===== src/design/tsort_pkg.sv =====
`timescale 1ns / 1ps
package tsort_pkg;
	localparam int TAG_W = 32;
	localparam int FRONT_W = 16;
	localparam int POS_W = 4;
	localparam int DEG_W = 5;
	localparam int S_TDATA_W = 48;
	localparam int M_TDATA_W = 40;
	localparam int PC_W = 5;

	// datapath operation selected by the current control word
	typedef enum logic [3:0] {
		OP_NONE,
		OP_LOAD,
		OP_CLEAR,
		OP_CNT_ADD,
		OP_SCAN_INIT,
		OP_SCAN,
		OP_BREAK,
		OP_DEC_RD,
		OP_DEC_APPLY,
		OP_FILL_INIT,
		OP_FILL,
		OP_EMIT_INIT,
		OP_EMIT_PUSH,
		OP_EMIT_NEXT,
		OP_FINISH
	} dp_op_t;

	// branch condition tested by the sequencer
	typedef enum logic [3:0] {
		COND_ALWAYS,
		COND_LOAD_LAST,
		COND_CNT_LAST,
		COND_SCAN_DONE,
		COND_FOUND,
		COND_NO_LEAST,
		COND_POS_LAST,
		COND_FILL_LAST,
		COND_OUT_FREE,
		COND_EMIT_LAST
	} cond_t;

	typedef struct packed {
		dp_op_t           op;
		cond_t            cond;
		logic [PC_W-1:0]  jump_true;
		logic [PC_W-1:0]  jump_false;
	} ctrl_word_t;

	typedef struct packed {
		logic load_last;
		logic cnt_last;
		logic scan_done;
		logic found;
		logic no_least;
		logic pos_last;
		logic fill_last;
		logic out_free;
		logic emit_last;
	} status_t;

	typedef struct packed {
		logic [TAG_W-1:0] tag;
		logic [POS_W-1:0] position;
		logic             last;
		logic             cycle;
	} result_t;

	// program step addresses
	localparam logic [PC_W-1:0] ST_LOAD      = 5'd0;
	localparam logic [PC_W-1:0] ST_CLEAR     = 5'd1;
	localparam logic [PC_W-1:0] ST_CNT_RD    = 5'd2;
	localparam logic [PC_W-1:0] ST_CNT_ADD   = 5'd3;
	localparam logic [PC_W-1:0] ST_SCAN_INIT = 5'd4;
	localparam logic [PC_W-1:0] ST_SCAN      = 5'd5;
	localparam logic [PC_W-1:0] ST_SCAN_END  = 5'd6;
	localparam logic [PC_W-1:0] ST_BREAK     = 5'd7;
	localparam logic [PC_W-1:0] ST_DEC_RD    = 5'd8;
	localparam logic [PC_W-1:0] ST_DEC_APPLY = 5'd9;
	localparam logic [PC_W-1:0] ST_FILL_INIT = 5'd10;
	localparam logic [PC_W-1:0] ST_FILL      = 5'd11;
	localparam logic [PC_W-1:0] ST_EMIT_INIT = 5'd12;
	localparam logic [PC_W-1:0] ST_EMIT_ORD  = 5'd13;
	localparam logic [PC_W-1:0] ST_EMIT_TAG  = 5'd14;
	localparam logic [PC_W-1:0] ST_EMIT_PUSH = 5'd15;
	localparam logic [PC_W-1:0] ST_EMIT_NEXT = 5'd16;
	localparam logic [PC_W-1:0] ST_FINISH    = 5'd17;

	// control store
	function automatic ctrl_word_t ucode(input logic [PC_W-1:0] step);
		ctrl_word_t w;
		case (step)
			ST_LOAD:      w = '{OP_LOAD,      COND_LOAD_LAST, ST_CLEAR,     ST_LOAD};
			ST_CLEAR:     w = '{OP_CLEAR,     COND_ALWAYS,    ST_CNT_RD,    ST_CNT_RD};
			ST_CNT_RD:    w = '{OP_NONE,      COND_ALWAYS,    ST_CNT_ADD,   ST_CNT_ADD};
			ST_CNT_ADD:   w = '{OP_CNT_ADD,   COND_CNT_LAST,  ST_SCAN_INIT, ST_CNT_RD};
			ST_SCAN_INIT: w = '{OP_SCAN_INIT, COND_ALWAYS,    ST_SCAN,      ST_SCAN};
			ST_SCAN:      w = '{OP_SCAN,      COND_SCAN_DONE, ST_SCAN_END,  ST_SCAN};
			ST_SCAN_END:  w = '{OP_NONE,      COND_FOUND,     ST_DEC_RD,    ST_BREAK};
			ST_BREAK:     w = '{OP_BREAK,     COND_NO_LEAST,  ST_FILL_INIT, ST_DEC_RD};
			ST_DEC_RD:    w = '{OP_DEC_RD,    COND_ALWAYS,    ST_DEC_APPLY, ST_DEC_APPLY};
			ST_DEC_APPLY: w = '{OP_DEC_APPLY, COND_POS_LAST,  ST_EMIT_INIT, ST_SCAN_INIT};
			ST_FILL_INIT: w = '{OP_FILL_INIT, COND_ALWAYS,    ST_FILL,      ST_FILL};
			ST_FILL:      w = '{OP_FILL,      COND_FILL_LAST, ST_EMIT_INIT, ST_FILL};
			ST_EMIT_INIT: w = '{OP_EMIT_INIT, COND_ALWAYS,    ST_EMIT_ORD,  ST_EMIT_ORD};
			ST_EMIT_ORD:  w = '{OP_NONE,      COND_ALWAYS,    ST_EMIT_TAG,  ST_EMIT_TAG};
			ST_EMIT_TAG:  w = '{OP_NONE,      COND_ALWAYS,    ST_EMIT_PUSH, ST_EMIT_PUSH};
			ST_EMIT_PUSH: w = '{OP_EMIT_PUSH, COND_OUT_FREE,  ST_EMIT_NEXT, ST_EMIT_PUSH};
			ST_EMIT_NEXT: w = '{OP_EMIT_NEXT, COND_EMIT_LAST, ST_FINISH,    ST_EMIT_ORD};
			ST_FINISH:    w = '{OP_FINISH,    COND_ALWAYS,    ST_LOAD,      ST_LOAD};
			default:      w = '{OP_NONE,      COND_ALWAYS,    ST_LOAD,      ST_LOAD};
		endcase
		return w;
	endfunction
endpackage


===== src/design/tsort_ram.sv =====
`timescale 1ns / 1ps
module tsort_ram #(
	parameter int WIDTH = 8,
	parameter int DEPTH = 16
) (
	input  logic                     clk,
	input  logic                     we,
	input  logic [$clog2(DEPTH)-1:0] waddr,
	input  logic [WIDTH-1:0]         wdata,
	input  logic [$clog2(DEPTH)-1:0] raddr,
	output logic [WIDTH-1:0]         rdata
);
	logic [WIDTH-1:0] mem [DEPTH];

	always_ff @(posedge clk) begin
		if (we) begin
			mem[waddr] <= wdata;
		end
		rdata <= mem[raddr];
	end
endmodule


===== src/design/tsort_seq.sv =====
`timescale 1ns / 1ps
module tsort_seq (
	input  logic                clk,
	input  logic                arst_n,
	input  tsort_pkg::status_t  status,
	output tsort_pkg::dp_op_t   op
);
	import tsort_pkg::*;

	logic [PC_W-1:0] pc_q;
	ctrl_word_t      word;
	logic            take;

	assign word = ucode(pc_q);
	assign op   = word.op;

	always_comb begin
		case (word.cond)
			COND_ALWAYS:    take = 1'b1;
			COND_LOAD_LAST: take = status.load_last;
			COND_CNT_LAST:  take = status.cnt_last;
			COND_SCAN_DONE: take = status.scan_done;
			COND_FOUND:     take = status.found;
			COND_NO_LEAST:  take = status.no_least;
			COND_POS_LAST:  take = status.pos_last;
			COND_FILL_LAST: take = status.fill_last;
			COND_OUT_FREE:  take = status.out_free;
			COND_EMIT_LAST: take = status.emit_last;
			default:        take = 1'b0;
		endcase
	end

	always_ff @(posedge clk or negedge arst_n) begin
		if (!arst_n) begin
			pc_q <= ST_LOAD;
		end else begin
			pc_q <= take ? word.jump_true : word.jump_false;
		end
	end
endmodule


===== src/design/tsort_dp.sv =====
`timescale 1ns / 1ps
module tsort_dp #(
	parameter int MAX_NODES = 16
) (
	input  logic                           clk,
	input  logic                           arst_n,
	input  tsort_pkg::dp_op_t              op,
	input  logic                           in_valid,
	output logic                           in_ready,
	input  logic [tsort_pkg::TAG_W-1:0]    in_tag,
	input  logic [tsort_pkg::FRONT_W-1:0]  in_front,
	input  logic                           in_last,
	input  logic                           out_free,
	output tsort_pkg::status_t             status,
	output logic                           push,
	output tsort_pkg::result_t             result
);
	import tsort_pkg::*;

	localparam int IDX_W   = $clog2(MAX_NODES);
	localparam int CNT_W   = $clog2(MAX_NODES + 1);
	localparam int DEG_N   = (MAX_NODES < FRONT_W) ? MAX_NODES : FRONT_W;
	localparam int DEG_IW  = $clog2(DEG_N);
	localparam int LEAST_W = (CNT_W > DEG_W) ? CNT_W : DEG_W;
	localparam logic [CNT_W-1:0] MAX_C   = CNT_W'(MAX_NODES);
	localparam logic [CNT_W-1:0] DEG_N_C = CNT_W'(DEG_N);

	logic [CNT_W-1:0]   count_q;
	logic [IDX_W-1:0]   i_q;
	logic [IDX_W-1:0]   k_q;
	logic [IDX_W-1:0]   pos_q;
	logic [IDX_W-1:0]   pick_q;
	logic [IDX_W-1:0]   least_at_q;
	logic [LEAST_W-1:0] least_q;
	logic               least_ok_q;
	logic               found_q;
	logic               cycle_q;
	logic [MAX_NODES-1:0] placed_q;
	logic [DEG_W-1:0]   deg_q [DEG_N];

	logic [CNT_W-1:0]   n_last;
	logic [DEG_N-1:0]   lane_live;
	logic [DEG_W-1:0]   d_k;
	logic               unplaced_k;
	logic               zero_hit;
	logic               less;
	logic               store_en;
	logic               emit_last;

	logic [TAG_W-1:0]   tag_rdata;
	logic [FRONT_W-1:0] front_rdata;
	logic [IDX_W-1:0]   ord_rdata;
	logic [IDX_W-1:0]   front_raddr;
	logic               ord_we;
	logic [IDX_W-1:0]   ord_wdata;

	assign n_last     = count_q - 1'b1;
	assign unplaced_k = !placed_q[k_q];
	assign d_k        = (CNT_W'(k_q) < DEG_N_C) ? deg_q[k_q[DEG_IW-1:0]] : '0;
	assign zero_hit   = unplaced_k && (d_k == '0);
	assign less       = unplaced_k && (d_k != '0) && (LEAST_W'(d_k) < least_q);
	assign store_en   = (op == OP_LOAD) && in_valid && (count_q < MAX_C);
	assign emit_last  = (CNT_W'(i_q) == n_last);

	always_comb begin
		for (int j = 0; j < DEG_N; j++) begin
			lane_live[j] = (CNT_W'(j) < count_q);
		end
	end

	// node stores and output order
	assign front_raddr = (op == OP_DEC_RD) ? pick_q : i_q;
	assign ord_we      = (op == OP_DEC_RD) || ((op == OP_FILL) && unplaced_k);
	assign ord_wdata   = (op == OP_DEC_RD) ? pick_q : k_q;

	tsort_ram #(.WIDTH(TAG_W), .DEPTH(MAX_NODES)) u_tag_ram (
		.clk   (clk),
		.we    (store_en),
		.waddr (count_q[IDX_W-1:0]),
		.wdata (in_tag),
		.raddr (ord_rdata),
		.rdata (tag_rdata)
	);

	tsort_ram #(.WIDTH(FRONT_W), .DEPTH(MAX_NODES)) u_front_ram (
		.clk   (clk),
		.we    (store_en),
		.waddr (count_q[IDX_W-1:0]),
		.wdata (in_front),
		.raddr (front_raddr),
		.rdata (front_rdata)
	);

	tsort_ram #(.WIDTH(IDX_W), .DEPTH(MAX_NODES)) u_order_ram (
		.clk   (clk),
		.we    (ord_we),
		.waddr (pos_q),
		.wdata (ord_wdata),
		.raddr (i_q),
		.rdata (ord_rdata)
	);

	// in-degree lanes, one per node that a front mask can name
	always_ff @(posedge clk or negedge arst_n) begin
		if (!arst_n) begin
			for (int j = 0; j < DEG_N; j++) begin
				deg_q[j] <= '0;
			end
		end else begin
			for (int j = 0; j < DEG_N; j++) begin
				if (op == OP_CLEAR) begin
					deg_q[j] <= '0;
				end else if (op == OP_CNT_ADD && front_rdata[j] && lane_live[j]) begin
					deg_q[j] <= deg_q[j] + 1'b1;
				end else if (op == OP_DEC_APPLY && front_rdata[j] && lane_live[j]
						&& deg_q[j] != '0) begin
					deg_q[j] <= deg_q[j] - 1'b1;
				end
			end
		end
	end

	always_ff @(posedge clk or negedge arst_n) begin
		if (!arst_n) begin
			placed_q <= '0;
		end else if (op == OP_CLEAR) begin
			placed_q <= '0;
		end else if (op == OP_DEC_RD) begin
			placed_q[pick_q] <= 1'b1;
		end
	end

	// counters and flags
	always_ff @(posedge clk or negedge arst_n) begin
		if (!arst_n) begin
			count_q    <= '0;
			i_q        <= '0;
			k_q        <= '0;
			pos_q      <= '0;
			found_q    <= 1'b0;
			least_ok_q <= 1'b0;
			cycle_q    <= 1'b0;
		end else begin
			case (op)
				OP_LOAD: begin
					if (store_en) begin
						count_q <= count_q + 1'b1;
					end
				end
				OP_CLEAR: begin
					i_q     <= '0;
					pos_q   <= '0;
					cycle_q <= 1'b0;
				end
				OP_CNT_ADD: i_q <= i_q + 1'b1;
				OP_SCAN_INIT: begin
					k_q        <= '0;
					found_q    <= 1'b0;
					least_ok_q <= 1'b0;
				end
				OP_SCAN: begin
					k_q <= k_q + 1'b1;
					if (zero_hit) begin
						found_q <= 1'b1;
					end
					if (less) begin
						least_ok_q <= 1'b1;
					end
				end
				OP_BREAK: cycle_q <= 1'b1;
				OP_DEC_APPLY: pos_q <= pos_q + 1'b1;
				OP_FILL_INIT: k_q <= '0;
				OP_FILL: begin
					k_q <= k_q + 1'b1;
					if (unplaced_k) begin
						pos_q <= pos_q + 1'b1;
					end
				end
				OP_EMIT_INIT: i_q <= '0;
				OP_EMIT_NEXT: i_q <= i_q + 1'b1;
				OP_FINISH: begin
					count_q <= '0;
					cycle_q <= 1'b0;
				end
				default: ;
			endcase
		end
	end

	// scan candidates
	always_ff @(posedge clk) begin
		case (op)
			OP_SCAN_INIT: least_q <= LEAST_W'(count_q);
			OP_SCAN: begin
				if (zero_hit) begin
					pick_q <= k_q;
				end else if (less) begin
					least_q    <= LEAST_W'(d_k);
					least_at_q <= k_q;
				end
			end
			OP_BREAK: pick_q <= least_at_q;
			default: ;
		endcase
	end

	assign in_ready = (op == OP_LOAD);
	assign push     = (op == OP_EMIT_PUSH) && out_free;

	assign status.load_last = in_valid && in_last;
	assign status.cnt_last  = (CNT_W'(i_q) == n_last);
	assign status.scan_done = zero_hit || (CNT_W'(k_q) == n_last);
	assign status.found     = found_q;
	assign status.no_least  = !least_ok_q;
	assign status.pos_last  = (CNT_W'(pos_q) == n_last);
	assign status.fill_last = (CNT_W'(k_q) == n_last);
	assign status.out_free  = out_free;
	assign status.emit_last = emit_last;

	assign result.tag      = tag_rdata;
	assign result.position = POS_W'(i_q);
	assign result.last     = emit_last;
	assign result.cycle    = emit_last && cycle_q;
endmodule


===== src/design/topological_sort_cycle_break_top.sv =====
`timescale 1ns / 1ps
// topological sorter with cycle breaking
// input stream: one word per node, s_tdata = node tag and front mask, s_tlast marks
//   the last node of a set; words past MAX_NODES in one set are dropped
// output stream: one word per stored node, back to front, s_tlast-style m_tlast on
//   the final word and m_tuser set on that word when a cycle had to be broken
// loading: one node word per cycle while the block is taking input
// sorting: in-degree count adds in each node's front mask; each placement scans
//   for an unplaced node of zero in-degree, then applies its mask as decrements;
//   else breaks a cycle at the least in-degree node or fills the rest if none
// emission: each word takes two chained memory reads (order list then tag
//   store) that the microcode steps through, then a push and a next step
// s_tready is low from the last node word until the emit-next and finish steps
//   after the final result's push; the next set can load while that word still waits
// a stalled receiver holds the output register and the sequencer waits in its
//   emit step, nothing is lost
// after reset the stores are empty and the sequencer sits in its load step
module topological_sort_cycle_break_top #(
	parameter int MAX_NODES = 16
) (
	input  logic                              clk,
	input  logic                              arst_n,
	input  logic                              s_tvalid,
	output logic                              s_tready,
	input  logic [tsort_pkg::S_TDATA_W-1:0]   s_tdata,   // node_tag, front_mask
	input  logic                              s_tlast,
	output logic                              m_tvalid,
	input  logic                              m_tready,
	output logic [tsort_pkg::M_TDATA_W-1:0]   m_tdata,   // sorted_tag, sorted_position, pad
	output logic                              m_tuser,   // cycle_found
	output logic                              m_tlast
);
	import tsort_pkg::*;

	dp_op_t  op;
	status_t status;
	result_t result;
	result_t out_res_q;
	logic    out_valid_q;
	logic    out_free;
	logic    push;

	// output register is free when empty or being taken this cycle
	assign out_free = !out_valid_q || m_tready;

	tsort_seq u_seq (
		.clk    (clk),
		.arst_n (arst_n),
		.status (status),
		.op     (op)
	);

	tsort_dp #(.MAX_NODES(MAX_NODES)) u_dp (
		.clk      (clk),
		.arst_n   (arst_n),
		.op       (op),
		.in_valid (s_tvalid),
		.in_ready (s_tready),
		.in_tag   (s_tdata[TAG_W-1:0]),
		.in_front (s_tdata[TAG_W +: FRONT_W]),
		.in_last  (s_tlast),
		.out_free (out_free),
		.status   (status),
		.push     (push),
		.result   (result)
	);

	// output register
	always_ff @(posedge clk or negedge arst_n) begin
		if (!arst_n) begin
			out_valid_q <= 1'b0;
		end else if (push) begin
			out_valid_q <= 1'b1;
		end else if (m_tready) begin
			out_valid_q <= 1'b0;
		end
	end

	always_ff @(posedge clk) begin
		if (push) begin
			out_res_q <= result;
		end
	end

	assign m_tvalid = out_valid_q;
	assign m_tdata  = {{(M_TDATA_W - TAG_W - POS_W){1'b0}}, out_res_q.position, out_res_q.tag};
	assign m_tlast  = out_res_q.last;
	assign m_tuser  = out_res_q.cycle;

	// a result is only loaded when the output register can take it
	a_push_free: assert property (@(posedge clk) disable iff (!arst_n)
		push |-> (!out_valid_q || m_tready))
		else $error("result pushed over a waiting word");

	// emission and loading never overlap
	a_push_no_load: assert property (@(posedge clk) disable iff (!arst_n)
		push |-> !s_tready)
		else $error("input taken while emitting");

	// the last node word starts a sort, so input closes
	a_sort_starts: assert property (@(posedge clk) disable iff (!arst_n)
		(s_tvalid && s_tready && s_tlast) |=> !s_tready)
		else $error("input still open after last node");

	// cycle flag only rides on the final word of a run
	a_cycle_on_last: assert property (@(posedge clk) disable iff (!arst_n)
		(m_tvalid && m_tuser) |-> m_tlast)
		else $error("cycle flag on a word that is not last");
endmodule

===== config.mk =====
export PLATFORM = sky130hd
export DESIGN_NAME = topological_sort_cycle_break_top
export DESIGN_NICKNAME = d
export VERILOG_FILES = /design/src/design/tsort_pkg.sv /design/src/design/tsort_ram.sv /design/src/design/tsort_seq.sv /design/src/design/tsort_dp.sv /design/src/design/topological_sort_cycle_break_top.sv
export SDC_FILE = /design/constraint.sdc
export NUM_CORES = 1
export LEC_CHECK = 0
export ABC_CLOCK_PERIOD_IN_PS = 7700
export BUFFER_PORTS_ARGS = -buffer_cell sky130_fd_sc_hd__clkbuf_2
export CAP_MARGIN = 40
export CORE_ASPECT_RATIO = 2
export CORE_UTILIZATION = 45
export DETAILED_ROUTE_END_ITERATION = 12
export PLACE_DENSITY = 0.63
export SKIP_CTS_REPAIR_TIMING = 1
export SLEW_MARGIN = 20
export SYNTH_ARGS = -nofsm -noshare
export SYNTH_HDL_FRONTEND = slang
export SYNTH_SLANG_ARGS = --single-unit

===== constraint.sdc =====
create_clock -name clk -period 7.7 [get_ports clk]
set_input_delay 1.54 -clock clk [delete_from_list [all_inputs] [get_ports clk]]
set_output_delay 1.54 -clock clk [all_outputs]
set_load 0.01 [all_outputs]

Word level (Yosys, flattened, before mapping). Memory sizes are Yosys's and may differ from the RTL's. A register that Yosys moved wholly into a read port is not among the register bits. Index checks and enable logic that the tools add are counted.

Flip-flop bits (word level): 173. RAM bits: 832. Memory bits (read-only): 544. Input port bits: 53. Output and inout bits: 44. Logic and storage cells: 366. Memories: 4.

Memories: (name not given) (depth 32, width 17, rd ports 1, clocked after Yosys merged registers in 0, write ports 0, RTL line tsort_pkg.sv:93) `case (step)`; u_dp.u_tag_ram.mem (depth 16, width 32, rd ports 1, clocked after Yosys merged registers in 1, write ports 1, RTL line tsort_ram.sv:13) `logic [WIDTH-1:0] mem [DEPTH];`; u_dp.u_front_ram.mem (depth 16, width 16, rd ports 1, clocked after Yosys merged registers in 1, write ports 1, RTL line tsort_ram.sv:13); u_dp.u_order_ram.mem (depth 16, width 4, rd ports 1, clocked after Yosys merged registers in 1, write ports 1, RTL line tsort_ram.sv:13).

Add/subtract/negate cells: 37. Order comparisons: 22. Equal/unequal tests: 31. Multiplexer cells: 83. Bitwise gates (word level): 3. Reduce and logical (&&, ||, !) cells: 153.

Operators with widths (count): two-way mux 5 bit (54); logical AND 1 bit (90); adder 5 x 1 -> 5 bit, second input constant (17); nonzero test 5 bit (17); subtractor 5 x 1 -> 5 bit, second input constant (17); nonzero test 3 bit (17); < comparator 4 x 5 -> 1 bit, first input constant (8); == test 4 bit, second input constant (9); == test 4 x 3 -> 1 bit, second input constant (8); two-way mux 16 bit (2); case mux 4 bit (2 select lines) (3); binary-select mux 5 bit (select 4 bit) (1); < comparator 3 x 5 -> 1 bit, first input constant (4); case mux 5 bit (2 select lines) (2); == test 4 x 2 -> 1 bit, second input constant (4); two-way mux 4 bit (4); OR 16 bit (1); nonzero test 2 bit (8); == test 4 x 5 -> 1 bit (3); adder 4 x 1 -> 4 bit, second input constant (3); case mux 4 bit (3 select lines) (1); OR reduction 2 bit (6); < comparator 1 x 5 -> 1 bit, first input constant (2); < comparator 2 x 5 -> 1 bit, first input constant (2); other kinds (21) (46).

Longest topological paths before layout.
Depth after elaboration: 10. Gate-level depth with buffers: 17. Mapped depth without buffers: 13.

Modules after synthesis. From an unflattened synthesis, not the netlist that was laid out.

Cell total of the unflattened synthesis: 2548. Area total of the unflattened synthesis: 44001.0 µm².

Modules (own cells, without submodules): tsort_ram (u_dp.u_tag_ram) (instances 1, cells an instance 838, area an instance 19835.3 µm², seq. area each 16015.4 µm²); tsort_ram (u_dp.u_front_ram) (instances 1, cells an instance 432, area an instance 10043.4 µm², seq. area each 8007.7 µm²); tsort_dp (instances 1, cells an instance 999, area an instance 9377.7 µm², seq. area each 3293.2 µm²); tsort_ram (u_dp.u_order_ram) (instances 1, cells an instance 130, area an instance 2666.3 µm², seq. area each 2001.9 µm²); topological_sort_cycle_break_top (instances 1, cells an instance 46, area an instance 1222.4 µm², seq. area each 1166.1 µm²); tsort_seq (instances 1, cells an instance 103, area an instance 855.8 µm², seq. area each 125.1 µm²).

Worst setup path after synthesis. OpenSTA, ideal clock, no wires.

Kind: register to register. Start point: reg u_seq.pc_q[0]. End point: mem u_dp.u_front_ram.mem[3][0] (netlist bit) (enable). Library setup time: 0.513 ns. Data arrival time: 5.706 ns. Data required time: 7.187 ns. Setup slack: 1.481 ns. Stages on the path, launching flop included: 11. Path buffers: 2. Period minus slack after synthesis: 6.219 ns. Path through: dfrtp_1 buf_2 inv_1 ha_1 a21oi_1 a311oi_2 or3_1 buf_4 nor4_4 nand2_1 nor3_1.

Cells in the longest elaborated chain, start to end: 6.

Ends and longest elaborated chain: start: declaration (RTL line tsort_seq.sv:10) `logic [PC_W-1:0] pc_q;`; start signal: assignment (RTL line tsort_seq.sv:37) `pc_q <= take ? word.jump_true : word.jump_false;`; memory read (32 x 17 bit); == test 4 x 1 -> 1 bit (RTL line tsort_dp.sv:62) `assign store_en = (op == OP_LOAD) && in_valid && (count_q < MAX_C);`; logical AND 1 bit (2 in a row) (RTL line tsort_dp.sv:62); two-way mux 1 bit (RTL line tsort_ram.sv:16) `if (we) begin`; two-way mux 1 bit (not written as such) (RTL line tsort_ram.sv:17) `mem[waddr] <= wdata;`; end: declaration (RTL line tsort_ram.sv:13).

No other way between the ends.

Worst setup path after layout.
Start point: reg u_seq.pc_q[0]. End point: out s_tready.

Cells in the longest elaborated chain, start to end: 2.

Ends and longest elaborated chain: memory read (32 x 17 bit); == test 4 x 1 -> 1 bit (RTL line tsort_dp.sv:207) `assign in_ready = (op == OP_LOAD);`; end: declaration (RTL line topological_sort_cycle_break_top.sv:24) `output logic s_tready,`.

No other way between the ends.

==> reports/results.tsv <==
stage	metric	value	unit
cts	cts_inserted_buffers	90	
pwr	intPower	12.4	mW
routing	vias	29200	
grt	grt.met1_usage	0.268	
pwr	p_switching	8.54	mW
timing	period_share	0.704	
cts	clk_pin_slew_worst_paths	0.07	ns
pwr	peakVddDrop	0.000512	V
synth	yosysWarningCount	0	
timing	finalClockSkew	0.0211	ns
pwr	p_clk_frac	0.228	
worst_hold_path	min_path_type	flop to flop	
pwr	power_density	396	nW/um^2
critical_path	crit_fanout	48	
synth	async_reset_ff_frac	0.115	
pwr	combPwrFrac	0.418	
layout	ff_latch_area	30600	um^2
floorplan	core_area	104000	um^2
floorplan	dieArea	107000	um^2
synth	synth_seq_cells	1057	
pwr	sw_frac_of_total	0.408	
synth	syn_inst	3038	
placement	io_buffers	92	
cts	htreeDepth	3	
timing	min_period	5.42	ns
floorplan	die_width	231	um
critical_path	cp-start-kind	flop	
grt	met2_usage	0.437	
critical_path	cp_data_arrival_time	3.88	ns
critical_path	cp-end-kind	output port	
synth	avgSynthCellArea	15.6	um^2
cts	clkSinkCount	1057	
grt	top_usage_layer	met2	
timing	hold_viol	0	
timing	whs	0.408	ns
floorplan	io_pins	97	
grt	grt_pass1_wl	194000	um
grt	grt.overflow.total	0	
synth	synthDistinctLibCells	85	
critical_path	crit_type	flop to output port	
cts	clkLatencyLatePin	0.71	ns
layout	post-route-util	0.506	
timing	rsz0062_at_grt	false	
routing	drtPass1Iterations	5	
floorplan	num_rows	168	
cts	cts_tree	yes	
critical_path	crit_required	6.16	ns
placement	gp_congestion	0.899	
timing	max_freq	185	MHz
grt	grt_start_max_net_pins	147	
grt	grt_pass1_vias	30500	
floorplan	die_h	461	um
routing	wl_per_cell	28.8	um
cts	root_buffer	clkbuf_16	
synth	netlist_area	47300	um^2
floorplan	initial_core_util	0.453	
job	cap_violations	0	
synth	synth-edff-count	883	
timing	relSlewSlack	0.352	
layout	num-fill-cells	8454	
grt	antenna_found_initial	11	
routing	first_iter_violations	2726	
timing	setup_tns	0	ns
grt	grt.met3_usage	0.0337	
layout	area_growth	11.6	%
placement	dp_hpwl	79300	um
layout	nNetsFinal	3183	
synth	ys.flop_type	edfxtp_1	
pwr	total_power	20.9	mW
grt	grtUsageTotal	0.244	
routing	drc	0	
routing	antenna_left	0	
timing	setup_viol	0	
routing	via_per_inst	6.50	
synth	seq_area_frac_synth	0.646	
layout	drive_above_1_share	0.202	
cts	cts_buffer_depth	3	
outcome	status	completed	
pwr	p_leak	17.4	nW
layout	multi_input_area	15700	um^2
timing	tightest_slew	0.961	ns
timing	slew_violations	0	
pwr	power_frac_seq	0.354	
routing	finalWirelength	129000	um
## cell usage after synthesis (5+ instances only)
master	n	area, um^2
o211ai_1	146	1100
o31ai_1	141	1060
nand3b_1	7	52.6
o21ai_1	6	30.0
and2_1	6	37.5
mux2i_1	51	510
nor4_2	11	138
or4_1	14	105
nand3_1	10	50.1
dfrtp_1	122	3050
ha_1	70	876
clkbuf_1	159	597
a21oi_1	72	360
nand4_1	157	982
a22oi_1	76	571
dfxtp_1	52	1040
mux4_2	204	4590
nand2_1	68	255
and3_1	5	31.3
o311ai_1	7	61.3
o21bai_2	10	113
mux2_2	10	113
xor2_1	40	350
o21a_1	9	67.6
buf_1	50	188
buf_4	14	105
xnor2_1	44	385
nor2_1	153	574
nand2b_1	18	113
fa_1	16	320
a31oi_1	5	31.3
inv_1	28	105
nor4_1	17	106
a21o_1	38	285
nor3b_1	7	52.6
or3_1	5	31.3
o311ai_0	123	1080
edfxtp_1	883	26500
o21ai_0	33	165
buf_2	48	240
nor3_1	27	135
## cell type report
class                           instances  share of cell area
Clock inverter                         54              0.0117
Tap cell                             1360              0.0322
Antenna cell                            9            0.000426
Clock buffer                          115              0.0467
Multi-Input combinational cell       1682               0.298
Timing Repair Buffer                  184              0.0298
Sequential cell                      1057               0.580
Inverter                               29             0.00206
## metal layers
metal / wire (um) / part of all wire
met1: 44800 / 0.35
met5: 0 / 0
met2: 69100 / 0.53
met3: 6900 / 0.053
met4: 8330 / 0.065
## worst max-delay path: stages, from the launching register on
cell and delay (ns):
dfrtp_1 0.71, inv_1 0.21, ha_1 0.36, a21oi_1 0.36, o211a_4 0.60, buf_4 0.52, nor3_1 0.16, clkbuf_2 0.16
## stage by stage
step / cells / setup WS, ns / area, um^2
after floorplan: 3041 / 1.48 / 47400
after global placement: 4276 / 2.51 / 49100
after detailed placement: 4305 / 2.57 / 49600
after CTS: 4474 / 2.26 / 52700
after global routing: 4490 / 2.08 / 52800
final: 4490 / 2.28 / 52800
## kinds of logic (layout without fill, tap and decap cells)
family,count (synthesis),after routing,synth area share
adders and majority gates,86,86,0.0253
muxes,266,266,0.110
and+or+nand+nor,536,536,0.0626
other,1,13,0.0000792
xor gates and xnor gates,84,84,0.0155
AOI/OAI and AO/OA,706,706,0.113
buffers and inverters,302,382,0.0266
DFF,1057,1057,0.646
## layout by cell type (no fill, tap or decap), drive strengths merged, types with 6 or more instances in the layout
cell type | netlist | final
o31ai | 143 | 143
clkinv | 0 | 32
nand4 | 157 | 157
nor3 | 33 | 33
diode | 0 | 9
nor3b | 7 | 7
mux2i | 51 | 51
or4 | 15 | 15
inv | 29 | 33
clkbuf | 159 | 206
o21a | 9 | 9
dfxtp | 52 | 52
fa | 16 | 16
and2 | 6 | 6
o21ai | 42 | 42
nor4 | 29 | 29
o211ai | 147 | 147
a21oi | 76 | 76
a22oi | 76 | 76
nand3b | 7 | 7
o21bai | 10 | 10
ha | 70 | 70
mux2 | 11 | 11
xnor2 | 44 | 44
mux4 | 204 | 204
xor2 | 40 | 40
dfrtp | 122 | 122
clkinvlp | 0 | 9
bufinv | 0 | 9
nand3 | 12 | 12
nand2 | 69 | 69
buf | 114 | 93
o311ai | 130 | 130
a21o | 38 | 38
edfxtp | 883 | 883
nand2b | 18 | 18
nor2 | 153 | 153
## worst paths after layout
kind / startpoint / endpoint / slack (ns) / cells past startpoint
worst min-delay path: u_dp.u_tag_ram.rdata[27] / m_tdata[27] / 0.41 / 0
worst max-delay path: u_seq.pc_q[0] / s_tready / 2.28 / 7
worst max register to register: u_seq.pc_q[0] / u_dp.u_tag_ram.mem[10][7] / 2.57 / 10
max in group asynchronous: arst_n / u_dp.deg_q[61] / 5.46 / 3
min in group asynchronous: arst_n / u_seq.pc_q[1] / 0.79 / 1
worst min register to register: u_dp.u_tag_ram.rdata[27] / m_tdata[27] / 0.41 / 0
## sequential cells by signal, indices dropped and copies added (netlist names), 5 cells and up
signal                  cells
m_tdata                    36
u_dp.count_q                5
u_dp.deg_q                 80
u_dp.least_q                5
u_dp.placed_q              16
u_dp.u_front_ram.mem      256
u_dp.u_front_ram.rdata     16
u_dp.u_order_ram.mem       64
u_dp.u_tag_ram.mem        512
u_dp.u_tag_ram.rdata       32
u_seq.pc_q                  5
## power groups by stage
| stage | Clock [mW] | Combinational (mW) | Sequential, mW |
|---|---|---|---|
| after detailed placement | 0 | 8.47 | 7.56 |
| after floorplan | 0 | 6.20 | 7.16 |
| after CTS | 4.87 | 8.51 | 7.44 |
| after global placement | 0 | 8.00 | 7.64 |
| after global routing | 5.05 | 9.29 | 7.45 |
| final | 4.78 | 8.75 | 7.40 |
No activity file was read; power rests on OpenSTA's default activity.
